## src/design/sha256_pkg.sv

```systemverilog
// sha-256 package: state codes, round constants and the round functions
// used by the stream hasher and its port checker; no dependencies
`timescale 1ns / 1ps
`default_nettype none
package sha256_pkg;

    typedef enum logic [4:0] {
        ST_IDLE  = 5'b00001,
        ST_LOAD  = 5'b00010,
        ST_ROUND = 5'b00100,
        ST_FOLD  = 5'b01000,
        ST_OUT   = 5'b10000
    } t_state;

    localparam int unsigned WORDS      = 8;
    localparam int unsigned LAST_INDEX = WORDS - 1;
    localparam logic [7:0]  PAD_BYTE   = 8'h80;
    localparam logic [6:0]  LEN_START  = 7'd56;
    localparam logic [6:0]  FULL_BLOCK = 7'd64;

    typedef logic [31:0] t_word;

    function automatic t_word init_hash(input logic [2:0] idx);
        t_word h;
        case (idx)
            3'd0:    h = 32'h6a09e667;
            3'd1:    h = 32'hbb67ae85;
            3'd2:    h = 32'h3c6ef372;
            3'd3:    h = 32'ha54ff53a;
            3'd4:    h = 32'h510e527f;
            3'd5:    h = 32'h9b05688c;
            3'd6:    h = 32'h1f83d9ab;
            3'd7:    h = 32'h5be0cd19;
            default: h = 32'h0;
        endcase
        return h;
    endfunction

    function automatic t_word round_const(input logic [5:0] t);
        t_word k;
        case (t)
            6'd0:  k = 32'h428a2f98;  6'd1:  k = 32'h71374491;
            6'd2:  k = 32'hb5c0fbcf;  6'd3:  k = 32'he9b5dba5;
            6'd4:  k = 32'h3956c25b;  6'd5:  k = 32'h59f111f1;
            6'd6:  k = 32'h923f82a4;  6'd7:  k = 32'hab1c5ed5;
            6'd8:  k = 32'hd807aa98;  6'd9:  k = 32'h12835b01;
            6'd10: k = 32'h243185be;  6'd11: k = 32'h550c7dc3;
            6'd12: k = 32'h72be5d74;  6'd13: k = 32'h80deb1fe;
            6'd14: k = 32'h9bdc06a7;  6'd15: k = 32'hc19bf174;
            6'd16: k = 32'he49b69c1;  6'd17: k = 32'hefbe4786;
            6'd18: k = 32'h0fc19dc6;  6'd19: k = 32'h240ca1cc;
            6'd20: k = 32'h2de92c6f;  6'd21: k = 32'h4a7484aa;
            6'd22: k = 32'h5cb0a9dc;  6'd23: k = 32'h76f988da;
            6'd24: k = 32'h983e5152;  6'd25: k = 32'ha831c66d;
            6'd26: k = 32'hb00327c8;  6'd27: k = 32'hbf597fc7;
            6'd28: k = 32'hc6e00bf3;  6'd29: k = 32'hd5a79147;
            6'd30: k = 32'h06ca6351;  6'd31: k = 32'h14292967;
            6'd32: k = 32'h27b70a85;  6'd33: k = 32'h2e1b2138;
            6'd34: k = 32'h4d2c6dfc;  6'd35: k = 32'h53380d13;
            6'd36: k = 32'h650a7354;  6'd37: k = 32'h766a0abb;
            6'd38: k = 32'h81c2c92e;  6'd39: k = 32'h92722c85;
            6'd40: k = 32'ha2bfe8a1;  6'd41: k = 32'ha81a664b;
            6'd42: k = 32'hc24b8b70;  6'd43: k = 32'hc76c51a3;
            6'd44: k = 32'hd192e819;  6'd45: k = 32'hd6990624;
            6'd46: k = 32'hf40e3585;  6'd47: k = 32'h106aa070;
            6'd48: k = 32'h19a4c116;  6'd49: k = 32'h1e376c08;
            6'd50: k = 32'h2748774c;  6'd51: k = 32'h34b0bcb5;
            6'd52: k = 32'h391c0cb3;  6'd53: k = 32'h4ed8aa4a;
            6'd54: k = 32'h5b9cca4f;  6'd55: k = 32'h682e6ff3;
            6'd56: k = 32'h748f82ee;  6'd57: k = 32'h78a5636f;
            6'd58: k = 32'h84c87814;  6'd59: k = 32'h8cc70208;
            6'd60: k = 32'h90befffa;  6'd61: k = 32'ha4506ceb;
            6'd62: k = 32'hbef9a3f7;  6'd63: k = 32'hc67178f2;
            default: k = 32'h0;
        endcase
        return k;
    endfunction

    function automatic t_word rotr(input t_word x, input int unsigned n);
        return (x >> n) | (x << (32 - n));
    endfunction

    function automatic t_word big_sigma0(input t_word x);
        return rotr(x, 2) ^ rotr(x, 13) ^ rotr(x, 22);
    endfunction

    function automatic t_word big_sigma1(input t_word x);
        return rotr(x, 6) ^ rotr(x, 11) ^ rotr(x, 25);
    endfunction

    function automatic t_word small_sigma0(input t_word x);
        return rotr(x, 7) ^ rotr(x, 18) ^ (x >> 3);
    endfunction

    function automatic t_word small_sigma1(input t_word x);
        return rotr(x, 17) ^ rotr(x, 19) ^ (x >> 10);
    endfunction

    // schedule word from buffered bytes, padding byte and length field
    function automatic t_word build_word(
        input logic [3:0]  widx,
        input t_word       raw,
        input logic [6:0]  limit,
        input logic        put_pad,
        input logic        put_len,
        input logic [63:0] bits
    );
        t_word      w;
        logic [6:0] p;
        for (int l = 0; l < 4; l++) begin
            p = {1'b0, widx, 2'(l)};
            if (p < limit) begin
                w[8*(3-l) +: 8] = raw[8*(3-l) +: 8];
            end else if (p == limit && put_pad) begin
                w[8*(3-l) +: 8] = PAD_BYTE;
            end else begin
                w[8*(3-l) +: 8] = 8'h00;
            end
        end
        if (put_len && widx == 4'd14) begin
            w = bits[63:32];
        end else if (put_len && widx == 4'd15) begin
            w = bits[31:0];
        end
        return w;
    endfunction

endpackage
`default_nettype wire

```

## src/design/sha256_stream_hasher.sv

```systemverilog
// sha-256 stream hasher: byte items into a 16-word block memory, 64-round
// compression with a 16-word schedule window, digest out as eight items
// depends on sha256_pkg
// a byte that does not fill the block leaves the hasher idle and ready for more
// a full block passes the load, round and fold states before new items are taken
// end of message: one or two padding blocks, then 8 output items
// synchronous active-low reset restores the initial hash and empty counts
`timescale 1ns / 1ps
`default_nettype none
module sha256_stream_hasher (
    input  wire logic        i_clk,
    input  wire logic        i_rst_n,
    input  wire logic        i_in_valid,
    output logic             o_in_ready,
    input  wire logic [7:0]  i_data_byte,
    input  wire logic        i_byte_present,
    input  wire logic        i_end_of_message,
    output logic             o_out_valid,
    input  wire logic        i_out_ready,
    output logic [31:0]      o_digest_word,
    output logic [2:0]       o_word_index,
    output logic             o_last_word
);

    sha256_pkg::t_state r_state;
    sha256_pkg::t_word  r_mem [16];
    sha256_pkg::t_word  r_rd_data;
    sha256_pkg::t_word  r_h [8];
    sha256_pkg::t_word  r_v [8];
    sha256_pkg::t_word  r_w [16];
    logic [5:0]  r_fill;
    logic [63:0] r_bits;
    logic [4:0]  r_ld;
    logic [5:0]  r_rnd;
    logic [2:0]  r_oidx;
    logic [6:0]  r_limit;
    logic        r_put_pad;
    logic        r_put_len;
    logic        r_more;
    logic        r_pend_pad;
    logic        r_fin;

    logic        acc_in;
    logic        acc_out;
    logic [5:0]  fill_inc;
    sha256_pkg::t_word ld_word;
    sha256_pkg::t_word t1;
    sha256_pkg::t_word t2;
    sha256_pkg::t_word w_new;

    assign o_in_ready    = (r_state == sha256_pkg::ST_IDLE);
    assign o_out_valid   = (r_state == sha256_pkg::ST_OUT);
    assign o_digest_word = r_h[r_oidx];
    assign o_word_index  = r_oidx;
    assign o_last_word   = (r_oidx == 3'(sha256_pkg::LAST_INDEX));

    assign acc_in   = i_in_valid && o_in_ready;
    assign acc_out  = o_out_valid && i_out_ready;
    assign fill_inc = r_fill + 6'd1;

    assign ld_word = sha256_pkg::build_word(r_ld[3:0] - 4'd1, r_rd_data, r_limit,
                                            r_put_pad, r_put_len, r_bits);
    assign t1 = r_v[7] + sha256_pkg::big_sigma1(r_v[4])
              + ((r_v[4] & r_v[5]) ^ (~r_v[4] & r_v[6]))
              + sha256_pkg::round_const(r_rnd) + r_w[0];
    assign t2 = sha256_pkg::big_sigma0(r_v[0])
              + ((r_v[0] & r_v[1]) ^ (r_v[0] & r_v[2]) ^ (r_v[1] & r_v[2]));
    assign w_new = sha256_pkg::small_sigma1(r_w[14]) + r_w[9]
                 + sha256_pkg::small_sigma0(r_w[1]) + r_w[0];

    // block memory: byte-lane writes, registered word reads
    always_ff @(posedge i_clk) begin
        if (acc_in && i_byte_present) begin
            r_mem[r_fill[5:2]][8*(3-r_fill[1:0]) +: 8] <= i_data_byte;
        end
        r_rd_data <= r_mem[r_ld[3:0]];
    end

    always_ff @(posedge i_clk) begin
        if (r_state == sha256_pkg::ST_LOAD && r_ld != 5'd0) begin
            for (int i = 0; i < 15; i++) begin
                r_w[i] <= r_w[i+1];
            end
            r_w[15] <= ld_word;
        end else if (r_state == sha256_pkg::ST_ROUND) begin
            for (int i = 0; i < 15; i++) begin
                r_w[i] <= r_w[i+1];
            end
            r_w[15] <= w_new;
        end
        if (r_state == sha256_pkg::ST_LOAD && r_ld == 5'd16) begin
            for (int i = 0; i < 8; i++) begin
                r_v[i] <= r_h[i];
            end
        end else if (r_state == sha256_pkg::ST_ROUND) begin
            r_v[7] <= r_v[6];
            r_v[6] <= r_v[5];
            r_v[5] <= r_v[4];
            r_v[4] <= r_v[3] + t1;
            r_v[3] <= r_v[2];
            r_v[2] <= r_v[1];
            r_v[1] <= r_v[0];
            r_v[0] <= t1 + t2;
        end
    end

    always_ff @(posedge i_clk) begin
        if (!i_rst_n) begin
            r_state    <= sha256_pkg::ST_IDLE;
            r_fill     <= 6'd0;
            r_bits     <= 64'd0;
            r_ld       <= 5'd0;
            r_rnd      <= 6'd0;
            r_oidx     <= 3'd0;
            r_limit    <= 7'd0;
            r_put_pad  <= 1'b0;
            r_put_len  <= 1'b0;
            r_more     <= 1'b0;
            r_pend_pad <= 1'b0;
            r_fin      <= 1'b0;
            for (int i = 0; i < 8; i++) begin
                r_h[i] <= sha256_pkg::init_hash(3'(i));
            end
        end else begin
            case (r_state)
                sha256_pkg::ST_IDLE: begin
                    if (acc_in) begin
                        r_ld <= 5'd0;
                        if (i_byte_present) begin
                            r_fill <= fill_inc;
                            r_bits <= r_bits + 64'd8;
                        end
                        r_fin <= i_end_of_message;
                        if (i_byte_present && fill_inc == 6'd0) begin
                            r_limit    <= sha256_pkg::FULL_BLOCK;
                            r_put_pad  <= 1'b0;
                            r_put_len  <= 1'b0;
                            r_more     <= 1'b0;
                            r_pend_pad <= i_end_of_message;
                            r_state    <= sha256_pkg::ST_LOAD;
                        end else if (i_end_of_message) begin
                            r_limit    <= {1'b0, (i_byte_present ? fill_inc : r_fill)};
                            r_put_pad  <= 1'b1;
                            r_put_len  <= ({1'b0, (i_byte_present ? fill_inc : r_fill)}
                                           < sha256_pkg::LEN_START);
                            r_more     <= ({1'b0, (i_byte_present ? fill_inc : r_fill)}
                                           >= sha256_pkg::LEN_START);
                            r_pend_pad <= 1'b0;
                            r_state    <= sha256_pkg::ST_LOAD;
                        end
                    end
                end
                sha256_pkg::ST_LOAD: begin
                    r_ld <= r_ld + 5'd1;
                    if (r_ld == 5'd16) begin
                        r_rnd   <= 6'd0;
                        r_state <= sha256_pkg::ST_ROUND;
                    end
                end
                sha256_pkg::ST_ROUND: begin
                    r_rnd <= r_rnd + 6'd1;
                    if (r_rnd == 6'd63) begin
                        r_state <= sha256_pkg::ST_FOLD;
                    end
                end
                sha256_pkg::ST_FOLD: begin
                    for (int i = 0; i < 8; i++) begin
                        r_h[i] <= r_h[i] + r_v[i];
                    end
                    r_ld <= 5'd0;
                    if (r_pend_pad) begin
                        // block filled by the last byte, padding block follows
                        r_limit    <= 7'd0;
                        r_put_pad  <= 1'b1;
                        r_put_len  <= 1'b1;
                        r_more     <= 1'b0;
                        r_pend_pad <= 1'b0;
                        r_state    <= sha256_pkg::ST_LOAD;
                    end else if (r_more) begin
                        r_limit   <= 7'd0;
                        r_put_pad <= 1'b0;
                        r_put_len <= 1'b1;
                        r_more    <= 1'b0;
                        r_state   <= sha256_pkg::ST_LOAD;
                    end else if (r_fin) begin
                        r_oidx  <= 3'd0;
                        r_state <= sha256_pkg::ST_OUT;
                    end else begin
                        r_state <= sha256_pkg::ST_IDLE;
                    end
                end
                sha256_pkg::ST_OUT: begin
                    if (acc_out) begin
                        r_oidx <= r_oidx + 3'd1;
                        if (o_last_word) begin
                            for (int i = 0; i < 8; i++) begin
                                r_h[i] <= sha256_pkg::init_hash(3'(i));
                            end
                            r_fill  <= 6'd0;
                            r_bits  <= 64'd0;
                            r_fin   <= 1'b0;
                            r_state <= sha256_pkg::ST_IDLE;
                        end
                    end
                end
                default: begin
                    r_state <= sha256_pkg::ST_IDLE;
                end
            endcase
        end
    end

endmodule
`default_nettype wire

```

## config.mk

```make
export PLATFORM = sky130hd
export DESIGN_NAME = sha256_stream_hasher
export DESIGN_NICKNAME = d
export VERILOG_FILES = /design/src/design/sha256_pkg.sv /design/src/design/sha256_stream_hasher.sv
export SDC_FILE = /design/constraint.sdc
export NUM_CORES = 2
export LEC_CHECK = 0
export BUFFER_PORTS_ARGS = -buffer_cell sky130_fd_sc_hd__buf_2
export CAP_MARGIN = 15
export CELL_PAD_IN_SITES_DETAIL_PLACEMENT = 1
export CELL_PAD_IN_SITES_GLOBAL_PLACEMENT = 1
export CORE_MARGIN = 8
export CORE_UTILIZATION = 53
export DETAILED_ROUTE_END_ITERATION = 10
export PLACE_DENSITY = 0.92
export SYNTH_ARGS = -nofsm -noshare
export SYNTH_HDL_FRONTEND = slang
export SYNTH_SLANG_ARGS = --single-unit
```

## constraint.sdc

```tcl
create_clock -name i_clk -period 16.6 [get_ports i_clk]
set_input_delay 0.83 -clock i_clk [delete_from_list [all_inputs] [get_ports i_clk]]
set_output_delay 0.83 -clock i_clk [all_outputs]
set_load 0.05 [all_outputs]
```

=== Word level (Yosys, flattened, before mapping) ===
Memory sizes are Yosys's and may differ from the RTL's. A register that Yosys moved wholly into a read port is not among the register bits.
Cells that the tools add are included.

* Register bits after elaboration: 101
* RAM bits: 1536
* Memory bits (read-only): 2048
* Output and inout bits: 38
* Word-level logic and storage cells: 344
* Memories kept: 5

* Add/sub/neg operators: 26
* Magnitude comparators: 6
* Equality and inequality tests: 25
* Shifts and indexed selects: 2
* Multiplexer cells: 174
* Bitwise gates (word level): 67
* Reduce and logical (&&, ||, !) cells: 27

{| class="wikitable"
|+ Memories
! name !! depth !! bits a word !! read ports !! clocked after Yosys merged registers in !! wr ports !! line !! text
|-
| (name not given) || 64 || 32 || 1 || 1 || 0 || sha256_pkg.sv:41 || <nowiki>case (t)</nowiki>
|-
| r_mem || 16 || 32 || 1 || 1 || 1 || sha256_stream_hasher.sv:26 || <nowiki>sha256_pkg::t_word r_mem [16];</nowiki>
|-
| r_w || 16 || 32 || 16 || 0 || 16 || sha256_stream_hasher.sv:30 || <nowiki>sha256_pkg::t_word r_w [16];</nowiki>
|-
| r_h || 8 || 32 || 9 || 1 || 8 || sha256_stream_hasher.sv:28 || <nowiki>sha256_pkg::t_word r_h [8];</nowiki>
|-
| r_v || 8 || 32 || 8 || 0 || 8 || sha256_stream_hasher.sv:29 || <nowiki>sha256_pkg::t_word r_v [8];</nowiki>
|}

{| class="wikitable"
|+ Operators with widths
! cell !! count
|-
| 2-to-1 mux 32 bit || 83
|-
| adder 32 bit || 18
|-
| bitwise XOR 32 bit || 9
|-
| 2-to-1 mux 64 bit || 4
|-
| AND 32 bit || 5
|-
| one-hot mux 64 bit (2 select lines) || 1
|-
| adder 64 x 4 -> 64 bit, second input constant || 1
|-
| 2-to-1 mux 8 bit || 8
|-
| 2-to-1 mux 5 bit || 11
|-
| 2-to-1 mux 6 bit || 7
|-
| OR 1 bit || 40
|-
| 2-to-1 mux 1 bit || 38
|-
| 2-to-1 mux 7 bit || 5
|-
| negation 32 -> 34 bit || 1
|-
| variable shift 8 x 34 -> 32 bit, first input constant || 1
|-
| indexed part select 8 x 34 -> 32 bit || 1
|-
| NOT 32 bit || 1
|-
| OR 10 x 32 -> 32 bit || 1
|-
| OR 13 x 32 -> 32 bit || 1
|-
| OR 14 x 32 -> 32 bit || 1
|-
| OR 15 x 32 -> 32 bit || 1
|-
| OR 19 x 32 -> 32 bit || 1
|-
| OR 21 x 32 -> 32 bit || 1
|-
| OR 25 x 32 -> 32 bit || 1
|-
| other kinds (43) || 86
|}

=== Longest topological paths before layout ===
* Word-level depth: 9
* Gate-level depth with buffers: 34
* Mapped depth without buffers: 33

=== Least setup slack after synthesis ===
OpenSTA, ideal clock, no wires.

* Path kind: register to register
* Start: reg r_ld[0]
* End: mem r_w[0][0] (netlist bit), enable pin
* Setup time: 3640 ps
* Arrival: 10441 ps
* Data required time: 12960 ps
* Slack: 2519 ps
* Stages on the path, launching flop included: 11
* Period minus slack after synthesis: 14081 ps
* Cells stage by stage: dfxtp_1 -> clkbuf_1 -> clkbuf_1 -> buf_1 -> inv_1 -> ha_1 -> nand2_1 -> o21ai_0 -> clkbuf_1 -> clkbuf_1 -> nand2_1

{| class="wikitable"
|+ RTL lines
! item !! line !! text
|-
| start, declared || sha256_stream_hasher.sv:33 || <nowiki>logic [4:0] r_ld;</nowiki>
|-
| start signal, assigned || sha256_stream_hasher.sv:154 || <nowiki>r_ld <= r_ld + 5'd1;</nowiki>
|-
| end, declared || sha256_stream_hasher.sv:30 ||
|}

==> results.yml <==
status:
  status: "complete, no violations"
timing:
  setup_slack_ps: 7900
  skew_ps: 122
  finalCritPeriodShare_pct: 52.4
  setup_tns_ps: 0
  min_period_ps: 8700
  max_slew.worst_pin.slew_ps: 1270
  max_clock_freq_ghz: 0.115
  normalized_max_slew_margin_pct: 15.2
  rsz0062_at_grt: "no"
  report.final.hold_viol_count: 0
  setup-violations-final: 0
  final_max_slew_viol_count: 0
synth:
  ys_ff_latch: 1701
  synth.net_count: 8374
  synth-edff-count: 1408
  post_synth_num_cell_types: 106
  ys_warn_count: 0
  synth_seq_area_share_pct: 52.6
  postSynthAreaPerCell_um2: 11.8
  ys_dominant_reg_cell: "edfxtp_1"
  synthesis.area_um2: 91500
  netlist_instances: 7759
  synth_async_sr_flop_share_pct: 0
power_and_ir_drop:
  vdd_drop_max_mv: 0.254
  leakagePower_uw: 0.0363
  power_consumption_uw: 20100
  cellPowerDensity_nw_per_um2: 200
worst_hold_path:
  worst_hold_path_type: "in -> reg"
cts:
  worst_setup_hold_path_clk_slew_ps: 80
  cts_tree: "done"
  post_cts_resized: 0
  ctsHtreeMaxLevel: 4
  numClockSinks: 1701
  cts_made_buffers: 178
  hold_buffers: 0
  clkLatencyLatePin_ps: 930
  cts_buffer_depth: 3
  post_cts.repair.setup_buffers: 0
  cts_root_buffer: "clkbuf_16"
route:
  dr.first_iter.drc_count: 9280
  drc: 0
  vias: 69900
  overall_routed_net_length_mm: 339
  wire_per_inst_um: 33.3
  post_drt_antenna_nets: 0
  detail_route.vias_per_cell: 6.86
  detailedRoute.firstPassIterationCount: 6
place:
  post-place-cells: 9825
  placement.cell_area_um2: 93800
  numPortBuffers: 51
  gpl.final_weighted_congestion: 0.970
  dpl.hpwl_mm: 226
  preCtsSetupSlack_ps: 8010
global_route:
  grt_pass1_vias: 71100
  grt_start_max_net_pins: 227
  groute.usage.overall_pct: 35.3
  global_route.overflow_total: 0
  grt_first_pass_wirelength_mm: 490
  grt_antenna_before_repair: 46
finish:
  layout.cells.most_common: "edfxtp_1"
  layout.cell_area.non_filler_um2: 100000
  most-common-layout-cells: "edfxtp_1, nand2_1, a21oi_1, nor2_1, ha_1"
  fillCellCount: 17200
  design.final.nets: 8318
  final_cells: 10200
  layout_cells_sized_above_1_pct: 10.1
  layout-area-overhead-vs-synth_pct: 9.60
floorplan:
  dieHeight_um: 431
  design.die.area_um2: 186000
  core_region_area_um2: 172000
  std_cell_rows: 152
  initial_core_utilization_pct: 53.3
  design.portCount: 52
  floorplan.die.width_um: 431
critical_path:
  worst_path_largest_cell_delay_ps: 580
  path_delay_family: "compound AO/OA/AOI/OAI gates"
  critical_path.endpoint_type: "register"
  worst_path_max_delay_cell: "edfxtp_1"
  startpoint_type: "register"
  flop2flop_setup_slack_ps: 7900
  critical_path.max_fanout: 6
  path_buf_inv: 3
  worstPathRequired_ps: 17170
  critical_path_arrival_ps: 9260
  worstSetupPathType: "reg -> reg"
run:
  max_cap_violations: 0
## synthesized netlist by cell type, types with 39 or more instances
master    count  area share (%)
edfxtp_1   1408              46
nand2_1    1073             4.4
a21oi_1     446             2.4
nor2_1      428             1.8
ha_1        406             5.6
o21ai_0     400             2.2
xnor2_1     372             3.6
inv_1       347             1.4
dfxtp_1     293             6.4
clkbuf_1    281             1.2
mux4_2      225             5.5
xor2_1      208             2.0
a21o_1      203             1.7
fa_1        195             4.3
nand3_1     162            0.89
nor3_1      108            0.59
o211ai_1     84            0.69
a211oi_1     69            0.57
and2_1       65            0.44
o21a_1       65            0.53
mux2_2       61            0.75
and3_1       60            0.41
a31oi_1      57            0.39
nand2b_1     56            0.38
nor2b_1      53            0.36
or3_1        43            0.29
buf_1        40            0.16
nand4_1      39            0.27
## power breakdown
part           internal [uW]  switching (uW)  total, uW
combinational           3890            6560      10500
sequential              5010             250       5260
clock                   2430            1960       4380
total                  11300            8760      20100
## flip-flops by register name, summed over array words and instances, names as in the netlist, 3 cells and up, named ones only
| name | cells |
|---|---|
| r_bits | 61 |
| r_rd_data | 32 |
| r_v | 256 |
| r_fill | 6 |
| r_w | 512 |
| r_ld | 5 |
| r_mem | 512 |
| r_state | 5 |
| r_limit | 7 |
| o_word_index | 3 |
| r_rnd | 6 |
| r_h | 256 |
## worst reg2reg max path: cells and delay by family, from the launching register on
kind,cells,cell delay (ps)
AO/OA/AOI/OAI,13,3020
buffers and inverters,3,160
adder cells (fa/ha/maj),6,2690
AND/OR/NAND/NOR,3,840
XOR/XNOR,5,1110
flip-flops,1,580
## cell families after synthesis
group,Yosys count,share of synthesized area (%)
buffers and inverters,708,3.00
DFF,1701,52.6
xor gates and xnor gates,581,5.58
AOI/OAI and AO/OA,1654,11.6
and+or+nand+nor,2196,10.7
adders and majority gates,605,9.87
muxes,314,6.60
## final timing paths
kind	start	end	cells after the start
min reg2reg	r_w[0][94]	r_w[0][62]	0
max reg2reg	r_v[1][27]	r_v[0][31]	30
min	i_end_of_message	r_pend_pad	3
max	r_v[1][27]	r_v[0][31]	30
## final cells by class
cell class / count / area [um2] / share of cell area, %
flip-flops and latches: 1701 / 48200 / 48.1
multi-input cells: 5350 / 40700 / 40.6
clock buffers: 225 / 4850 / 4.84
well taps: 2310 / 2890 / 2.88
clock inverters: 113 / 1440 / 1.44
inverters: 350 / 1320 / 1.31
repair buffers: 122 / 863 / 0.861
diodes: 19 / 47.5 / 0.0474
## routing by layer
metal | up-vias | global-route usage [%] | share of wire, %
li1 | 28300 | - | -
met1 | 34900 | 44.6 | 36
met2 | 5227 | 56.1 | 46
met3 | 1423 | 8.52 | 11
met4 | 28 | 20.0 | 7.1
met5 | - | 0.102 | 0.059
## through the flow
step / hold slack, ps / util (%)
after floorplan: 400 / -
after global placement: 400 / 54.7
after detailed placement: 405 / 54.7
after CTS: 250 / 58.3
after global routing: 369 / 58.4
final: 370 / 58.4
Note: power is estimated with default switching activity, not from simulation.
